==> src/hw/rtl/peer_horizon_grant_barrier_defines.svh <==
// -----------------------------------------------------------------------------
// peer_horizon_grant_barrier_defines
// Assertion macros shared by the barrier RTL.
// -----------------------------------------------------------------------------
`ifndef PEER_HORIZON_GRANT_BARRIER_DEFINES_SVH
`define PEER_HORIZON_GRANT_BARRIER_DEFINES_SVH

// same-cycle implication
`define PHGB_ASSERT_IMP(lbl, clk, rstn, a, b, msg) \
  lbl: assert property (@(posedge clk) disable iff (!rstn) (a) |-> (b)) else $error(msg);

// next-cycle implication
`define PHGB_ASSERT_NXT(lbl, clk, rstn, a, b, msg) \
  lbl: assert property (@(posedge clk) disable iff (!rstn) (a) |=> (b)) else $error(msg);

`endif

==> src/hw/rtl/phgb_ram.sv <==
// -----------------------------------------------------------------------------
// phgb_ram
// Generic one-write one-read RAM with registered read data.
// -----------------------------------------------------------------------------
module phgb_ram #(
  parameter int unsigned Width = 8,
  parameter int unsigned Depth = 4,
  localparam int unsigned AddrW = (Depth > 1) ? $clog2(Depth) : 1
) (
  input  logic             clk_i,
  input  logic             we_i,
  input  logic [AddrW-1:0] waddr_i,
  input  logic [Width-1:0] wdata_i,
  input  logic [AddrW-1:0] raddr_i,
  output logic [Width-1:0] rdata_o
);

  logic [Width-1:0] mem_q [Depth];

  always_ff @(posedge clk_i) begin
    if (we_i) begin
      mem_q[waddr_i] <= wdata_i;
    end
    rdata_o <= mem_q[raddr_i];
  end

endmodule
==> config.mk <==
export PLATFORM = sky130hd
export DESIGN_NAME = phgb_ram
export DESIGN_NICKNAME = d
export VERILOG_FILES = /design/src/hw/rtl/peer_horizon_grant_barrier_defines.svh /design/src/hw/rtl/phgb_ram.sv
export SDC_FILE = /design/constraint.sdc
export NUM_CORES = 1
export LEC_CHECK = 0
export ABC_AREA = 0
export BUFFER_PORTS_ARGS = -buffer_cell sky130_fd_sc_hd__buf_4
export CORE_MARGIN = 2
export CORE_UTILIZATION = 25
export DETAILED_ROUTE_END_ITERATION = 16
export PLACE_DENSITY = 0.45
export SLEW_MARGIN = 20
export SYNTH_ARGS = -nofsm -noshare
export SYNTH_HDL_FRONTEND = slang
export SYNTH_SLANG_ARGS = --single-unit
==> constraint.sdc <==
create_clock -name clk_i -period 1.4 [get_ports clk_i]
set_input_delay 0.07 -clock clk_i [delete_from_list [all_inputs] [get_ports clk_i]]
set_output_delay 0.07 -clock clk_i [all_outputs]
set_load 0.02 [all_outputs]
# Word level (Yosys, flattened, before mapping)
# Memories as Yosys holds them, arrays and structs flattened. A register that Yosys moved wholly into a read port is not among the register bits.
# Cells that the tools add are included.
[word_totals]
reg_bits = 0
latchBits = 0
mem_bits_rw = 32
romBits = 0
input_bits = 14
out_inout_bits = 8
elab_cells = 3
n_memories = 1
[classes]
n_addsub = 0
multipliers = 0
n_div = 0
magnitude_cmp = 0
eq_ne = 0
shifts = 0
muxes = 2
n_bitwise = 0
n_reduce_logical = 0
[memory_table]
columns = ["memory", "depth", "word_bits", "read_ports", "rd_clocked_by_memory_dff", "write_ports", "line_no", "rtl"]
rows = [
  ["mem_q", 4, 8, 1, 1, 1, "phgb_ram.sv:18", "logic [Width-1:0] mem_q [Depth];"],
]
[ops]
columns = ["operator", "n"]
rows = [
  ["$mux 1", 2],
]

# Longest topological paths before layout
[logic_depth]
ltp_word = 2
ltp_mapped = 2
depth_no_buf = 1

# Worst setup path before layout
# OpenSTA, ideal clock, no wires.
[synth_path]
path_kind = "in2reg"
startpoint = "in waddr_i[0]"
endpoint = "mem mem_q[0][0], enable pin"
arrival_ns = 0.749
t_required_ns = 1.015
setup_slack_ns = 0.266
cell_stages = 1
n_path_buf = 0
path_cell_list = "nor3b_1"
[synth_rtl]
columns = ["item", "line_no", "rtl"]
rows = [
  ["start, declared", "phgb_ram.sv:12", "input logic [AddrW-1:0] waddr_i,"],
  ["end, declared", "phgb_ram.sv:18", ""],
]
# Straight into the memory's write port.

# Worst setup path in the final report
[layout_path]
startpoint = "mem mem_q[2][1]"
endpoint = "reg rdata_o[1] (read register of mem_q)"
[layout_rtl]
columns = ["item", "line_no", "rtl"]
rows = [
  ["end, declared", "phgb_ram.sv:15", "output logic [Width-1:0] rdata_o"],
]
# No word-level cell between the ends.

==> results.tsv <==
metric	value	unit
status	finished, final reports clean	
antenna_found_initial	0	
dieArea	0.00600	mm^2
total_power	0.00246	W
grt-ovfl-total	0	
vias	620	
cts.repair.resized	0	
port_buffers	21	
grt_pass1_wl	3430	um
gp_congestion	0.659	
grt_max_degree	13	
holdCritStartpoint	raddr_i[1]	
drive_above_1_share	41.1	%
synth.distinct_cells	8	
insertion_delay	290	ps
crit_buf_inv	0	
critPathKind	register to register	
yosysTopAreaCell	edfxtp_1	
drc	0	
ctsLongestPathBuffers	2	
drtIter0Drc	47	
p_clk_share	36.6	%
crit_chain	mux4_2	
max_cap_viol_count	0	
first_global_vias	667	
syn_inst	54	
grt_usage	8.15	%
setup_viol	0	
synth_edf_count	32	
drtPass1Iterations	4	
synth_nets	68	
numCtsBuffers	5	
critical-path-top-delay-family	multiplexers	
switchingPower	0.000476	W
avgRoutedWirePerCell	13.3	um
die_w	77.5	um
cts_tree	yes	
avgSynthCellArea	25.0	um^2
synth_top_area_share	71.2	%
cp.arrival	1120	ps
slowest_delay	460	ps
worst_setup_path_start_kind	register	
cts-root-buf	clkbuf_8	
synthTopCellsByArea	edfxtp_1 (71%), mux4_2 (13%), dfxtp_1 (12%)	
async_flop_share	0	%
via_per_inst	3.88	
endpoint_kind	register	
finalHoldViolCount	0	
ys_seq_area_share	83.1	%
synth_seq_cells	40	
power.density	1390	mW/mm^2
cts.sinks	40	
initial_core_util	26.1	%
p_comb_share	7.8	%
tightestPinTransition	440	ps
ys.flop_type	edfxtp_1	
nets	103	
synth_commonest_cells	edfxtp_1 (32), dfxtp_1 (8), mux4_2 (8)	
ys_warn_count	0	
hold_path_class	input port to register	
leakage	0.628	nW
pin_count	22	
fin_crit_sh	68.4	%
min_period	957	ps
swShare	19.3	%
cp_max_fo	1	
report.final.slew_viol_count	0	
tns	0	ps
crit_start	mem_q[2][1]	
path_clk_slew	70	ps
final.fill_count	496	
p_int	0.00199	W
areaGrowthSynthToFinish	31.4	%
timing.fmax	1050	MHz
antenna_cells	0	
dieHeight	77.5	um
syn-cell-area	0.00135	mm^2
ant_nets	0	
h-tree-depth	2	
core_area	0.00517	mm^2
synth.most_common_cell	edfxtp_1	
rsz0062_at_grt	no	
r2r-start	mem_q[2][1]	
p_seq_share	55.6	%
required	1560	ps
rows	26	
max_slew_margin	70.6	%
ir_drop	0.444	mV
skew	5.71	ps
wl	2120	um
crit_slowest_cell	mux4_2	
path summary, 6_finish.rpt:
path | cells after the start | end | slack (ps)
worst max-delay path | 1 | rdata_o[1] | 440
worst min-delay path | 2 | rdata_o[4] | 160
worst max register to register | 1 | rdata_o[1] | 440
worst min register to register | 1 | rdata_o[5] | 550
cell usage in the layout (no fill, tap or decap):
master / count
nor3b_1: 1
edfxtp_1: 32
and3_1: 1
clkbuf_1: 1
and3b_1: 2
dfxtp_1: 8
buf_4: 22
clkbuf_8: 5
dlygate4sd3_1: 8
mux4_2: 8
bufinv_16: 1
clkinv_2: 1
layer usage:
metal | part of all wire, % | track usage (%) | routed length, um | vias up
li1 | - | - | - | 290
met1 | 42 | 9.70 | 889 | 307
met2 | 50 | 11.9 | 1060 | 18
met3 | 5.7 | 4.30 | 121 | 5
met4 | 2.4 | 4.29 | 51 | 0
met5 | 0 | 0 | 0 | -
registers in the layout, summed over array words and instances, names as in the netlist:
name and flops:
mem_q 32, rdata_o 8
timing repair:
item / 4_1_cts / 5_1_grt
hold endpoints to repair: 32 / 0
hold buffers: 8 / 0
buffers inserted: 0 / 0
final cells by class:
| type | instances | area, um^2 | share of cell area, % |
|---|---|---|---|
| Clock buffer | 6 | 72.6 | 4.09 |
| Clock inverter | 2 | 35.0 | 1.98 |
| Multi-Input combinational cell | 12 | 211 | 11.9 |
| Sequential cell | 40 | 1120 | 63.2 |
| Tap cell | 70 | 87.6 | 4.94 |
| Timing Repair Buffer | 30 | 245 | 13.8 |
kinds of logic (layout without fill, tap and decap cells):
family / after synthesis / after routing / synth area share [%]
DFF: 40 / 40 / 83.1
muxes: 8 / 8 / 13.4
and+or+nand+nor: 4 / 4 / 2.32
buffers and inverters: 2 / 38 / 1.21
power by group through the flow:
stage / Clock [W] / Combinational (W) / Sequential (W)
final: 0.000902 / 0.000191 / 0.00137
after global routing: 0.00100 / 0.000207 / 0.00138
after CTS: 0.000929 / 0.000196 / 0.00137
after detailed placement: 0 / 0.000178 / 0.00140
after global placement: 0 / 0.000176 / 0.00140
after floorplan: 0 / 0.0000613 / 0.00142
stage by stage:
stage	area, um^2	utilization (%)	setup WS (ps)	cells	hold slack [ps]
detailed placement	1590	30.6	308	144	274
CTS	1770	34.3	432	160	159
global placement	1590	30.6	304	144	272
floorplan	1350	-	266	54	169
finish	1770	34.3	443	160	164
global route	1770	34.3	411	160	156
Note: power is estimated with default switching activity, not from simulation.
